[src/lspc_pkg.sv]
// Package for the LED status priority controller.
// Holds request opcodes, status, reason and LED codes, and the structs shared
// by the top level and the priority selector. No dependencies.
`default_nettype none

package lspc_pkg;

  typedef enum logic [3:0] {
    OP_TICK          = 4'd0,
    OP_SET_STATE     = 4'd1,
    OP_ACT_BEGIN     = 4'd2,
    OP_ACT_END       = 4'd3,
    OP_SET_FAULT     = 4'd4,
    OP_CLR_FAULT     = 4'd5,
    OP_SUCCESS       = 4'd6,
    OP_FAIL          = 4'd7,
    OP_OTA_BEGIN     = 4'd8,
    OP_OTA_END       = 4'd9,
    OP_FR_BEGIN      = 4'd10,
    OP_FR_END        = 4'd11,
    OP_POWEROFF_PEND = 4'd12,
    OP_RESTART_PEND  = 4'd13,
    OP_PREPARE_OFF   = 4'd14,
    OP_CANCEL_OFF    = 4'd15
  } op_t;

  typedef enum logic [2:0] {
    STS_OK         = 3'd0,
    STS_IGNORED    = 3'd1,
    STS_BAD_SOURCE = 3'd2,
    STS_SATURATED  = 3'd3,
    STS_NO_BEGIN   = 3'd4,
    STS_BAD_STATE  = 3'd5,
    STS_UNKNOWN    = 3'd6,
    STS_TRACKING   = 3'd7
  } status_t;

  typedef enum logic [3:0] {
    RSN_POWER_OFF       = 4'd0,
    RSN_POWER_OFF_CNTDN = 4'd1,
    RSN_RESTART_PENDING = 4'd2,
    RSN_FATAL           = 4'd3,
    RSN_OTA             = 4'd4,
    RSN_FACTORY_RESET   = 4'd5,
    RSN_WIFI_FAULT      = 4'd6,
    RSN_SERVICE_FAULT   = 4'd7,
    RSN_EPD             = 4'd8,
    RSN_SHORT_ACTIVITY  = 4'd9,
    RSN_DATA_ACTIVITY   = 4'd10,
    RSN_SUCCESS         = 4'd11,
    RSN_OPERATION_FAIL  = 4'd12,
    RSN_BASE            = 4'd13
  } reason_t;

  typedef enum logic [1:0] {
    LED_OFF   = 2'd0,
    LED_SOLID = 2'd1,
    LED_BLINK = 2'd2
  } led_mode_t;

  typedef enum logic [1:0] {
    REG_SUCCESS_HOLD = 2'd0,
    REG_FAIL_HOLD    = 2'd1,
    REG_ACT_DELAY    = 2'd2
  } cfg_reg_t;

  localparam logic [3:0] RATE_NONE          = 4'd0;
  localparam logic [3:0] RATE_WIFI_CONNECT  = 4'd1;
  localparam logic [3:0] RATE_READY         = 4'd2;
  localparam logic [3:0] RATE_MID           = 4'd3;
  localparam logic [3:0] RATE_FAST          = 4'd4;
  localparam logic [3:0] RATE_WIFI_ERROR    = 4'd5;
  localparam logic [3:0] RATE_SERVICE_ERROR = 4'd6;
  localparam logic [3:0] RATE_EPD           = 4'd7;
  localparam logic [3:0] RATE_NETWORK       = 4'd8;

  // base and event state codes carried in the value field
  localparam logic [4:0] SC_OFF        = 5'd0;
  localparam logic [4:0] SC_BOOTING    = 5'd1;
  localparam logic [4:0] SC_WIFI_CONN  = 5'd2;
  localparam logic [4:0] SC_SRV_READY  = 5'd3;
  localparam logic [4:0] SC_EPD_REFR   = 5'd4;
  localparam logic [4:0] SC_EPD_DONE   = 5'd5;
  localparam logic [4:0] SC_SUCCESS    = 5'd6;
  localparam logic [4:0] SC_WIFI_FAIL  = 5'd7;
  localparam logic [4:0] SC_OP_FAIL    = 5'd8;
  localparam logic [4:0] SC_TRANSFER   = 5'd9;

  localparam logic [1:0] BASE_OFF      = 2'd0;
  localparam logic [1:0] BASE_BOOTING  = 2'd1;
  localparam logic [1:0] BASE_WIFI     = 2'd2;
  localparam logic [1:0] BASE_READY    = 2'd3;

  // mode flag bit positions
  localparam int FLAG_OTA      = 0;
  localparam int FLAG_FACTORY  = 1;
  localparam int FLAG_RESTART  = 2;
  localparam int FLAG_POWEROFF = 3;
  localparam int FLAG_SHUTDOWN = 4;

  localparam logic [4:0] FAULT_WIFI_MASK  = 5'b00011;
  localparam logic [4:0] FAULT_SRV_MASK   = 5'b01100;
  localparam logic [4:0] FAULT_LINK_MASK  = 5'b00111;
  localparam logic [4:0] FAULT_WIFI_AUTH  = 5'b00010;
  localparam int         FAULT_FATAL      = 4;

  localparam logic [2:0] SRC_EPD = 3'd3;

  localparam logic [15:0] RST_SUCCESS_HOLD = 16'd1000;
  localparam logic [15:0] RST_FAIL_HOLD    = 16'd1000;
  localparam logic [15:0] RST_ACT_DELAY    = 16'd50;

  typedef struct packed {
    logic [4:0] mode_flags;
    logic [4:0] fault_bits;
    logic [1:0] base_state;
    logic       epd_busy;
    logic       normal_busy;
    logic       delay_armed;
    logic       success_active;
    logic       fail_active;
  } led_view_t;

  typedef struct packed {
    led_mode_t  green_pattern;
    logic [3:0] green_rate;
    led_mode_t  red_pattern;
    logic [3:0] red_rate;
    reason_t    reason;
  } led_out_t;

endpackage

`default_nettype wire

[src/lspc_prio.sv]
// Fixed-priority LED effect selector for the LED status priority controller.
// Maps the updated controller state to LED modes, rates and a reason code.
// Depends on lspc_pkg.
`default_nettype none

module lspc_prio
  import lspc_pkg::*;
(
  input  led_view_t view,
  output led_out_t  led
);

  always_comb begin
    led.green_pattern = LED_OFF;
    led.green_rate    = RATE_NONE;
    led.red_pattern   = LED_OFF;
    led.red_rate      = RATE_NONE;
    led.reason        = RSN_BASE;
    if (view.mode_flags[FLAG_SHUTDOWN]) begin
      led.reason = RSN_POWER_OFF;
    end else if (view.mode_flags[FLAG_POWEROFF]) begin
      led.green_pattern = LED_SOLID;
      led.reason        = RSN_POWER_OFF_CNTDN;
    end else if (view.mode_flags[FLAG_RESTART] || view.fault_bits[FAULT_FATAL]) begin
      led.red_pattern = LED_SOLID;
      led.reason      = view.mode_flags[FLAG_RESTART] ? RSN_RESTART_PENDING : RSN_FATAL;
    end else if (view.mode_flags[FLAG_OTA]) begin
      led.green_pattern = LED_SOLID;
      led.red_pattern   = LED_BLINK;
      led.red_rate      = RATE_MID;
      led.reason        = RSN_OTA;
    end else if (view.mode_flags[FLAG_FACTORY]) begin
      led.green_pattern = LED_BLINK;
      led.green_rate    = RATE_FAST;
      led.red_pattern   = LED_SOLID;
      led.reason        = RSN_FACTORY_RESET;
    end else if ((view.fault_bits & FAULT_WIFI_MASK) != 5'd0) begin
      led.red_pattern = LED_BLINK;
      led.red_rate    = RATE_WIFI_ERROR;
      led.reason      = RSN_WIFI_FAULT;
    end else if ((view.fault_bits & FAULT_SRV_MASK) != 5'd0) begin
      led.red_pattern = LED_BLINK;
      led.red_rate    = RATE_SERVICE_ERROR;
      led.reason      = RSN_SERVICE_FAULT;
    end else begin
      case (view.base_state)
        BASE_BOOTING: begin
          led.green_pattern = LED_SOLID;
        end
        BASE_WIFI: begin
          led.green_pattern = LED_BLINK;
          led.green_rate    = RATE_WIFI_CONNECT;
        end
        BASE_READY: begin
          led.green_pattern = LED_BLINK;
          led.green_rate    = RATE_READY;
        end
        default: begin
          led.green_pattern = LED_OFF;
        end
      endcase
      if (view.epd_busy) begin
        led.red_pattern = LED_BLINK;
        led.red_rate    = RATE_EPD;
        led.reason      = RSN_EPD;
      end else if (view.normal_busy) begin
        if (view.delay_armed) begin
          led.red_pattern = LED_SOLID;
          led.reason      = RSN_SHORT_ACTIVITY;
        end else begin
          led.red_pattern = LED_BLINK;
          led.red_rate    = RATE_NETWORK;
          led.reason      = RSN_DATA_ACTIVITY;
        end
      end else if (view.success_active) begin
        led.green_pattern = LED_SOLID;
        led.green_rate    = RATE_NONE;
        led.reason        = RSN_SUCCESS;
      end else if (view.fail_active) begin
        led.red_pattern = LED_SOLID;
        led.reason      = RSN_OPERATION_FAIL;
      end else begin
        led.reason = RSN_BASE;
      end
    end
  end

endmodule

`default_nettype wire

[src/led_status_priority_controller.sv]
// LED status priority controller: one result per request, taken one request
// per clock. A request is registered on entry, applied to the status state by
// a single combinational pass and its LED result is registered on exit, so the
// throughput is one request per cycle whenever the result side takes results.
// Register writes take effect at once.
// Depends on lspc_pkg and lspc_prio.
`default_nettype none

module led_status_priority_controller
  import lspc_pkg::*;
#(
  parameter int NUM_SOURCES = 4,
  parameter int COUNT_WIDTH = 16
) (
  input  wire logic        clk,
  input  wire logic        rst,
  input  wire logic        s_tvalid,
  output logic             s_tready,
  input  wire logic [15:0] s_tdata,   // op[3:0], source[6:4], value[11:7], zero[15:12]
  output logic             m_tvalid,
  input  wire logic        m_tready,
  // green_pattern[1:0], green_rate[5:2], red_pattern[7:6], red_rate[11:8],
  // reason_code[15:12], item_status[18:16], power_off_ack[19], zero[23:20]
  output logic [23:0]      m_tdata,
  input  wire logic        cfg_valid,
  output logic             cfg_ready,
  input  wire logic [1:0]  cfg_index,
  input  wire logic [15:0] cfg_data
);

  localparam logic [COUNT_WIDTH-1:0] CNT_MAX = '1;
  localparam int LANE_BITS = $clog2(NUM_SOURCES);
  localparam logic [LANE_BITS-1:0] EPD_LANE = LANE_BITS'(SRC_EPD);

  // config registers
  logic [15:0] success_hold_ticks;
  logic [15:0] fail_hold_ticks;
  logic [15:0] activity_delay_ticks;

  // input stage
  logic       in_valid;
  op_t        in_op;
  logic [2:0] in_src;
  logic [4:0] in_val;
  logic       advance;
  logic       fire;

  // status state
  logic [1:0]  base_state, base_state_next;
  logic [4:0]  fault_bits, fault_bits_next;
  logic [4:0]  mode_flags, mode_flags_next;
  logic        delay_armed, delay_armed_next;
  logic [15:0] delay_countdown, delay_countdown_next;
  logic        success_active, success_active_next;
  logic        fail_active, fail_active_next;
  logic [15:0] hold_countdown, hold_countdown_next;

  logic [COUNT_WIDTH-1:0] count      [NUM_SOURCES];
  logic [COUNT_WIDTH-1:0] count_next [NUM_SOURCES];
  logic [NUM_SOURCES-1:0] lane_hit;
  logic [NUM_SOURCES-1:0] lane_max;
  logic [NUM_SOURCES-1:0] lane_zero;
  logic [NUM_SOURCES-1:0] lane_normal_nz;
  logic [NUM_SOURCES-1:0] lane_normal_nz_next;

  // activity decisions
  logic    src_bad;
  logic    src_epd;
  logic    act_inc;
  logic    act_dec;
  logic    act_clr;
  status_t status;
  logic    normal_busy;
  logic    normal_busy_next;
  logic    shut;

  // result stage
  led_view_t view;
  led_out_t  led;
  led_out_t  res_led;
  status_t   res_status;
  logic      res_ack;

  assign advance   = !m_tvalid || m_tready;
  assign s_tready  = !in_valid || advance;
  assign fire      = in_valid && advance;
  assign cfg_ready = 1'b1;

  always_ff @(posedge clk) begin
    if (rst) begin
      in_valid <= 1'b0;
    end else if (s_tready) begin
      in_valid <= s_tvalid;
    end
  end

  always_ff @(posedge clk) begin
    if (s_tvalid && s_tready) begin
      in_op  <= op_t'(s_tdata[3:0]);
      in_src <= s_tdata[6:4];
      in_val <= s_tdata[11:7];
    end
  end

  always_ff @(posedge clk) begin
    if (rst) begin
      success_hold_ticks   <= RST_SUCCESS_HOLD;
      fail_hold_ticks      <= RST_FAIL_HOLD;
      activity_delay_ticks <= RST_ACT_DELAY;
    end else if (cfg_valid && cfg_ready) begin
      case (cfg_index)
        REG_SUCCESS_HOLD: success_hold_ticks   <= cfg_data;
        REG_FAIL_HOLD:    fail_hold_ticks      <= cfg_data;
        REG_ACT_DELAY:    activity_delay_ticks <= cfg_data;
        default: begin
        end
      endcase
    end
  end

  // per-source activity counters
  for (genvar i = 0; i < NUM_SOURCES; i++) begin : g_lane
    assign lane_hit[i]  = (in_src == 3'(i));
    assign lane_max[i]  = (count[i] == CNT_MAX);
    assign lane_zero[i] = (count[i] == '0);

    always_comb begin
      count_next[i] = count[i];
      if (act_clr) begin
        count_next[i] = '0;
      end else if (act_inc && lane_hit[i]) begin
        count_next[i] = count[i] + 1'b1;
      end else if (act_dec && lane_hit[i]) begin
        count_next[i] = count[i] - 1'b1;
      end
    end

    if (i == int'(SRC_EPD)) begin : g_epd
      assign lane_normal_nz[i]      = 1'b0;
      assign lane_normal_nz_next[i] = 1'b0;
    end else begin : g_normal
      assign lane_normal_nz[i]      = !lane_zero[i];
      assign lane_normal_nz_next[i] = (count_next[i] != '0);
    end

    always_ff @(posedge clk) begin
      if (rst) begin
        count[i] <= '0;
      end else if (fire) begin
        count[i] <= count_next[i];
      end
    end
  end

  assign src_bad          = ({1'b0, in_src} >= 4'(NUM_SOURCES));
  assign src_epd          = (in_src == SRC_EPD);
  assign normal_busy      = |lane_normal_nz;
  assign normal_busy_next = |lane_normal_nz_next;
  assign shut             = mode_flags[FLAG_SHUTDOWN];

  always_comb begin
    act_inc = 1'b0;
    act_dec = 1'b0;
    act_clr = 1'b0;
    status  = STS_OK;
    case (in_op)
      OP_TICK: begin
        status = STS_OK;
      end
      OP_PREPARE_OFF: begin
        act_clr = 1'b1;
      end
      OP_CANCEL_OFF: begin
        status = STS_OK;
      end
      OP_SET_STATE: begin
        if (shut) begin
          status = STS_IGNORED;
        end else if (in_val > SC_TRANSFER) begin
          status = STS_BAD_STATE;
        end else if (in_val == SC_EPD_REFR || in_val == SC_EPD_DONE
                     || in_val == SC_TRANSFER) begin
          status = STS_TRACKING;
        end
      end
      OP_ACT_BEGIN: begin
        if (shut) begin
          status = STS_IGNORED;
        end else if (src_bad) begin
          status = STS_BAD_SOURCE;
        end else if (|(lane_hit & lane_max)) begin
          status = STS_SATURATED;
        end else begin
          act_inc = 1'b1;
        end
      end
      OP_ACT_END: begin
        if (shut) begin
          status = STS_IGNORED;
        end else if (src_bad) begin
          status = STS_BAD_SOURCE;
        end else if (|(lane_hit & lane_zero)) begin
          status = STS_NO_BEGIN;
        end else begin
          act_dec = 1'b1;
        end
      end
      default: begin
        status = shut ? STS_IGNORED : STS_OK;
      end
    endcase
  end

  always_comb begin
    base_state_next      = base_state;
    fault_bits_next      = fault_bits;
    mode_flags_next      = mode_flags;
    delay_armed_next     = delay_armed;
    delay_countdown_next = delay_countdown;
    success_active_next  = success_active;
    fail_active_next     = fail_active;
    hold_countdown_next  = hold_countdown;
    case (in_op)
      OP_TICK: begin
        if (delay_countdown != 16'd0) begin
          delay_countdown_next = delay_countdown - 16'd1;
        end
        if (hold_countdown != 16'd0) begin
          hold_countdown_next = hold_countdown - 16'd1;
        end
      end
      OP_PREPARE_OFF: begin
        mode_flags_next[FLAG_SHUTDOWN] = 1'b1;
        mode_flags_next[FLAG_POWEROFF] = 1'b0;
        delay_armed_next               = 1'b0;
        success_active_next            = 1'b0;
        fail_active_next               = 1'b0;
      end
      OP_CANCEL_OFF: begin
        mode_flags_next[FLAG_SHUTDOWN] = 1'b0;
        mode_flags_next[FLAG_POWEROFF] = 1'b0;
      end
      OP_SET_STATE: begin
        if (!shut) begin
          case (in_val)
            SC_OFF, SC_BOOTING: begin
              base_state_next = in_val[1:0];
            end
            SC_WIFI_CONN, SC_SRV_READY: begin
              base_state_next = in_val[1:0];
              fault_bits_next = fault_bits & ~FAULT_LINK_MASK;
            end
            SC_SUCCESS: begin
              success_active_next = 1'b1;
              fail_active_next    = 1'b0;
              hold_countdown_next = success_hold_ticks;
            end
            SC_WIFI_FAIL: begin
              fault_bits_next = fault_bits | FAULT_WIFI_AUTH;
            end
            SC_OP_FAIL: begin
              success_active_next = 1'b0;
              fail_active_next    = 1'b1;
              hold_countdown_next = fail_hold_ticks;
            end
            default: begin
            end
          endcase
        end
      end
      OP_ACT_BEGIN: begin
        if (act_inc && !src_epd && !normal_busy) begin
          delay_armed_next     = 1'b1;
          delay_countdown_next = activity_delay_ticks;
        end
      end
      OP_ACT_END: begin
        if (act_dec && !src_epd && !normal_busy_next) begin
          delay_armed_next = 1'b0;
        end
      end
      OP_SET_FAULT: begin
        if (!shut) begin
          fault_bits_next = fault_bits | in_val;
        end
      end
      OP_CLR_FAULT: begin
        if (!shut) begin
          fault_bits_next = fault_bits & ~in_val;
        end
      end
      OP_SUCCESS: begin
        if (!shut) begin
          success_active_next = 1'b1;
          fail_active_next    = 1'b0;
          hold_countdown_next = success_hold_ticks;
        end
      end
      OP_FAIL: begin
        if (!shut) begin
          success_active_next = 1'b0;
          fail_active_next    = 1'b1;
          hold_countdown_next = fail_hold_ticks;
        end
      end
      OP_OTA_BEGIN: begin
        if (!shut) begin
          mode_flags_next[FLAG_OTA] = 1'b1;
        end
      end
      OP_OTA_END: begin
        if (!shut) begin
          mode_flags_next[FLAG_OTA] = 1'b0;
          if (in_val[0]) begin
            mode_flags_next[FLAG_RESTART] = 1'b1;
          end
        end
      end
      OP_FR_BEGIN: begin
        if (!shut) begin
          mode_flags_next[FLAG_FACTORY] = 1'b1;
        end
      end
      OP_FR_END: begin
        if (!shut) begin
          mode_flags_next[FLAG_FACTORY] = 1'b0;
        end
      end
      OP_POWEROFF_PEND: begin
        if (!shut) begin
          mode_flags_next[FLAG_POWEROFF] = in_val[0];
        end
      end
      OP_RESTART_PEND: begin
        if (!shut) begin
          mode_flags_next[FLAG_RESTART] = in_val[0];
        end
      end
      default: begin
      end
    endcase

    // expire timers after every request
    if (delay_armed_next && delay_countdown_next == 16'd0) begin
      delay_armed_next = 1'b0;
    end
    if ((success_active_next || fail_active_next) && hold_countdown_next == 16'd0) begin
      success_active_next = 1'b0;
      fail_active_next    = 1'b0;
    end
  end

  always_ff @(posedge clk) begin
    if (rst) begin
      base_state      <= BASE_BOOTING;
      fault_bits      <= '0;
      mode_flags      <= '0;
      delay_armed     <= 1'b0;
      delay_countdown <= '0;
      success_active  <= 1'b0;
      fail_active     <= 1'b0;
      hold_countdown  <= '0;
    end else if (fire) begin
      base_state      <= base_state_next;
      fault_bits      <= fault_bits_next;
      mode_flags      <= mode_flags_next;
      delay_armed     <= delay_armed_next;
      delay_countdown <= delay_countdown_next;
      success_active  <= success_active_next;
      fail_active     <= fail_active_next;
      hold_countdown  <= hold_countdown_next;
    end
  end

  always_comb begin
    view.mode_flags     = mode_flags_next;
    view.fault_bits     = fault_bits_next;
    view.base_state     = base_state_next;
    view.epd_busy       = (count_next[EPD_LANE] != '0);
    view.normal_busy    = normal_busy_next;
    view.delay_armed    = delay_armed_next;
    view.success_active = success_active_next;
    view.fail_active    = fail_active_next;
  end

  lspc_prio u_prio (
    .view (view),
    .led  (led)
  );

  always_ff @(posedge clk) begin
    if (rst) begin
      m_tvalid <= 1'b0;
    end else if (advance) begin
      m_tvalid <= in_valid;
    end
  end

  always_ff @(posedge clk) begin
    if (fire) begin
      res_led    <= led;
      res_status <= status;
      res_ack    <= (in_op == OP_PREPARE_OFF) || (in_op == OP_CANCEL_OFF);
    end
  end

  assign m_tdata = {4'd0, res_ack, res_status, res_led.reason, res_led.red_rate,
                    res_led.red_pattern, res_led.green_rate, res_led.green_pattern};

  a_shutdown_ignores : assert property (@(posedge clk) disable iff (rst)
    fire && shut && in_op != OP_TICK && in_op != OP_PREPARE_OFF && in_op != OP_CANCEL_OFF
    |=> m_tvalid && res_status == STS_IGNORED)
    else $error("request in shutdown not reported as ignored");

  a_prepare_clears : assert property (@(posedge clk) disable iff (rst)
    fire && in_op == OP_PREPARE_OFF
    |=> !normal_busy && lane_zero[EPD_LANE] && mode_flags[FLAG_SHUTDOWN] && res_ack)
    else $error("prepare left activity or missed shutdown");

  a_hold_exclusive : assert property (@(posedge clk) disable iff (rst)
    !(success_active && fail_active))
    else $error("success and fail holds both active");

  a_delay_needs_activity : assert property (@(posedge clk) disable iff (rst)
    delay_armed |-> normal_busy)
    else $error("activity delay armed with no normal activity");

  a_ack_ok : assert property (@(posedge clk) disable iff (rst)
    m_tvalid && res_ack |-> res_status == STS_OK)
    else $error("power-off acknowledge with non-ok status");

endmodule

`default_nettype wire
[config.mk]
export PLATFORM = sky130hd
export DESIGN_NAME = led_status_priority_controller
export DESIGN_NICKNAME = d
export VERILOG_FILES = /design/src/lspc_pkg.sv /design/src/lspc_prio.sv /design/src/led_status_priority_controller.sv
export SDC_FILE = /design/constraint.sdc
export NUM_CORES = 1
export LEC_CHECK = 0
export BUFFER_PORTS_ARGS = -buffer_cell sky130_fd_sc_hd__buf_2
export CORE_MARGIN = 2
export CORE_UTILIZATION = 63
export DETAILED_ROUTE_END_ITERATION = 12
export PLACE_DENSITY = 0.85
export SLEW_MARGIN = 5
export SYNTH_ARGS = -nofsm -noshare
export SYNTH_HDL_FRONTEND = slang
export SYNTH_HIERARCHICAL = 1
export SYNTH_SLANG_ARGS = --single-unit
[constraint.sdc]
create_clock -name clk -period 5.3 [get_ports clk]
set_input_delay 0 -clock clk [delete_from_list [all_inputs] [get_ports clk]]
set_output_delay 0 -clock clk [all_outputs]
set_load 0.01 [all_outputs]
==> reports/qor.yml <==
cts_made_buffers: 17
place_inst: 1902
die_w_um: 149.1
tightest_slew_ps: 1089
final_cell_mix: "nand2_1, nor2_1, a21oi_1"
setup_viol_count_final: 0
synthDominantCellAreaShare_pct: 21.73
maxSlewHeadroom_pct: 27.42
dr.pass1.iters: 6
synth_edf_count: 96
grt_pass1_wl_um: 65030
synth.avg_cell_area_sq_um: 8.101
swShare_pct: 30.77
vias: 13490
clkPwrFrac_pct: 37.0
syn_area_sq_um: 13270
ios: 66
synth_area_leaders: "edfxtp_1, dfxtp_1, nand2_1"
hp-class: "input port to flop"
combPwrFrac_pct: 16.4
insertion_delay_ps: 450
detail-route-antenna-nets: 0
synth_cell_type_count: 97
fill_cells: 1688
final_common_cell: "nand2_1"
min_period_ps: 5031
port_buffers: 56
nets: 1731
status: "finished clean"
clock-skew-final_ps: 14.23
maxCapViolCount: 0
root_buffer: "clkbuf_16"
yosysTopAreaCell: "edfxtp_1"
startpoint_type: "flop"
worstPathArrival_ps: 5230
seq_area_frac_synth_pct: 36.36
seq_power_share_pct: 46.7
crit_fanout: 13
wirelength_um: 41460
setup-tns-final_ps: 0
die_h_um: 149.1
drive_gt1_share_pct: 10.88
whs_path_depth: 5
cts_resized: 0
clock-sinks: 193
wl_met3_um: 3898
htreeDepth: 4
r2r_cells: 14
synth-seq-cells: 193
antenna_cells: 0
dp.final_hpwl_um: 28960
internal-power_mw: 2.608
grt_pass1_vias: 12590
placed_area_sq_um: 13750
power.static_leakage_nw: 5.215
irDropWorstVdd_mv: 0.2135
synthArstFlopShare_pct: 0
power_density_nw_per_um2: 256.3
rsz0062_at_grt: "no"
rows: 53
drv_slew: 0
vias_per_cell: 6.863
synthesis.instances: 1638
cts_max_path_buffers: 2
worstPathRequired_ps: 5500
die-area_sq_um: 22240
path_clk_slew_ps: 80
cts_tree: "built"
grt_max_degree: 80
wl_met2_um: 19230
met1Wirelength_um: 16330
start_util_pct: 63.72
criticalPathCategory: "flop to flop"
drt_iter0_markers: 1423
routabilityCongestion: 1.023
fin_area_sq_um: 14700
grt_overflow: 0
grt_antenna_before_repair: 0
drc_errors: 0
end_kind: "flop"
ys_warn_count: 6
core_sq_um: 20820
wire_per_inst_um: 21.09
switchingPower_mw: 1.159
grt_usage_pct: 36.77
hold_viol: 0
dominantRegCellSynth: "dfxtp_1"
post-route-period-util_pct: 94.92
fmax_mhz: 198.8
finalNonFillerCells: 1966
area_growth_pct: 10.77
maxUsedRoutingLayer: "met4"
[what timing repair did]
| item | in CTS | in global routing |
|---|---|---|
| buffers inserted | 0 | 0 |
| endpoints found under the hold margin | 69 | 0 |
| hold buffers | 32 | 0 |
[kinds of logic after synthesis]
kind of cell,share of synthesized area [%]
flops,36.36
fa+ha+maj,1.320
other cells,0.08486
xor+xnor,2.772
buf+inv,4.696
simple gates,32.48
mux,2.235
compound gates,20.06
[power by group through the flow]
stage	sequential (mW)	clock (mW)	combinational, mW
2_1_floorplan	1.74	0	0.440
3_3_place_gp	1.78	0	0.564
3_5_place_dp	1.79	0	0.576
4_1_cts	1.75	1.39	0.600
5_1_grt	1.77	1.43	0.672
6_report	1.76	1.39	0.617
[per-stage QoR]
step / setup WS [ps] / hold slack (ps) / utilization, % / total power [mW]
floorplan: 1177 / 98.87 / - / 2.185
global placement: 494.5 / 176.9 / 66.04 / 2.347
detailed placement: 412.5 / 178.5 / 66.04 / 2.364
CTS: 430.0 / 95.28 / 70.59 / 3.741
global route: 90.93 / 136.4 / 70.59 / 3.872
finish: 269.0 / 107.1 / 70.59 / 3.767
[sequential cells by signal (all words and copies together) (netlist names), 4 cells and up]
signal	flops
fault_bits	5
activity_delay_ticks	16
in_val	5
success_hold_ticks	16
count	64
m_tdata	16
fail_hold_ticks	16
in_op	4
delay_countdown	16
mode_flags	5
hold_countdown	16
[per-layer routing]
metal  track usage (%)  up-vias
met5                 0        -
met4             18.81        0
met3             6.575      165
met2             59.19      797
met1             47.55     6307
li1                  -     6223
[cells in the mapped netlist (all sizes together), types with 15 or more instances]
| cell | number |
|---|---|
| a211oi | 31 |
| a21oi | 113 |
| a22oi | 24 |
| a31oi | 18 |
| and2 | 36 |
| and3 | 27 |
| buf | 36 |
| clkbuf | 79 |
| dfxtp | 97 |
| edfxtp | 96 |
| inv | 32 |
| mux2i | 24 |
| nand2 | 230 |
| nand3 | 38 |
| nand3b | 28 |
| nand4 | 35 |
| nor2 | 181 |
| nor3 | 76 |
| nor3b | 16 |
| nor4 | 48 |
| o21ai | 49 |
| or3 | 15 |
| or4 | 17 |
| xnor2 | 17 |
| xor2 | 25 |
[worst max-delay path: stages (launching register included)]
cell	delay [ps]
edfxtp_1	630
or3b_4	580
or4_4	540
o2111ai_1	450
nor2_2	70
buf_4	190
a21oi_1	290
a41oi_1	170
nor4_1	430
a31o_1	280
a31oi_1	130
and2_1	230
nor2b_1	430
nor4_4	60
o311a_1	320
[area by class of cell]
type                            count  area, sq um  area share [%]
Sequential cell                   193         4825           32.83
Clock buffer                       18        450.4           3.065
Timing Repair Buffer              133        938.4           6.385
Tap cell                          275        344.1           2.341
Inverter                           32        120.1          0.8172
Clock inverter                     14        176.4           1.200
Multi-Input combinational cell   1301         7844           53.37
[worst paths after layout]
check / from / to / slack [ps]
setup / recovery: in_src[2]$_DFFE_PP_ / m_tdata[6]$_DFFE_PP_ / 270
setup reg to reg: in_src[2]$_DFFE_PP_ / m_tdata[6]$_DFFE_PP_ / 270
hold reg to reg: activity_delay_ticks[9]$_SDFFE_PP0P_ / activity_delay_ticks[9]$_SDFFE_PP0P_ / 460
hold / removal: cfg_index[0] / success_hold_ticks[2]$_SDFFE_PP0P_ / 110
No activity file was read; power rests on OpenSTA's default activity.
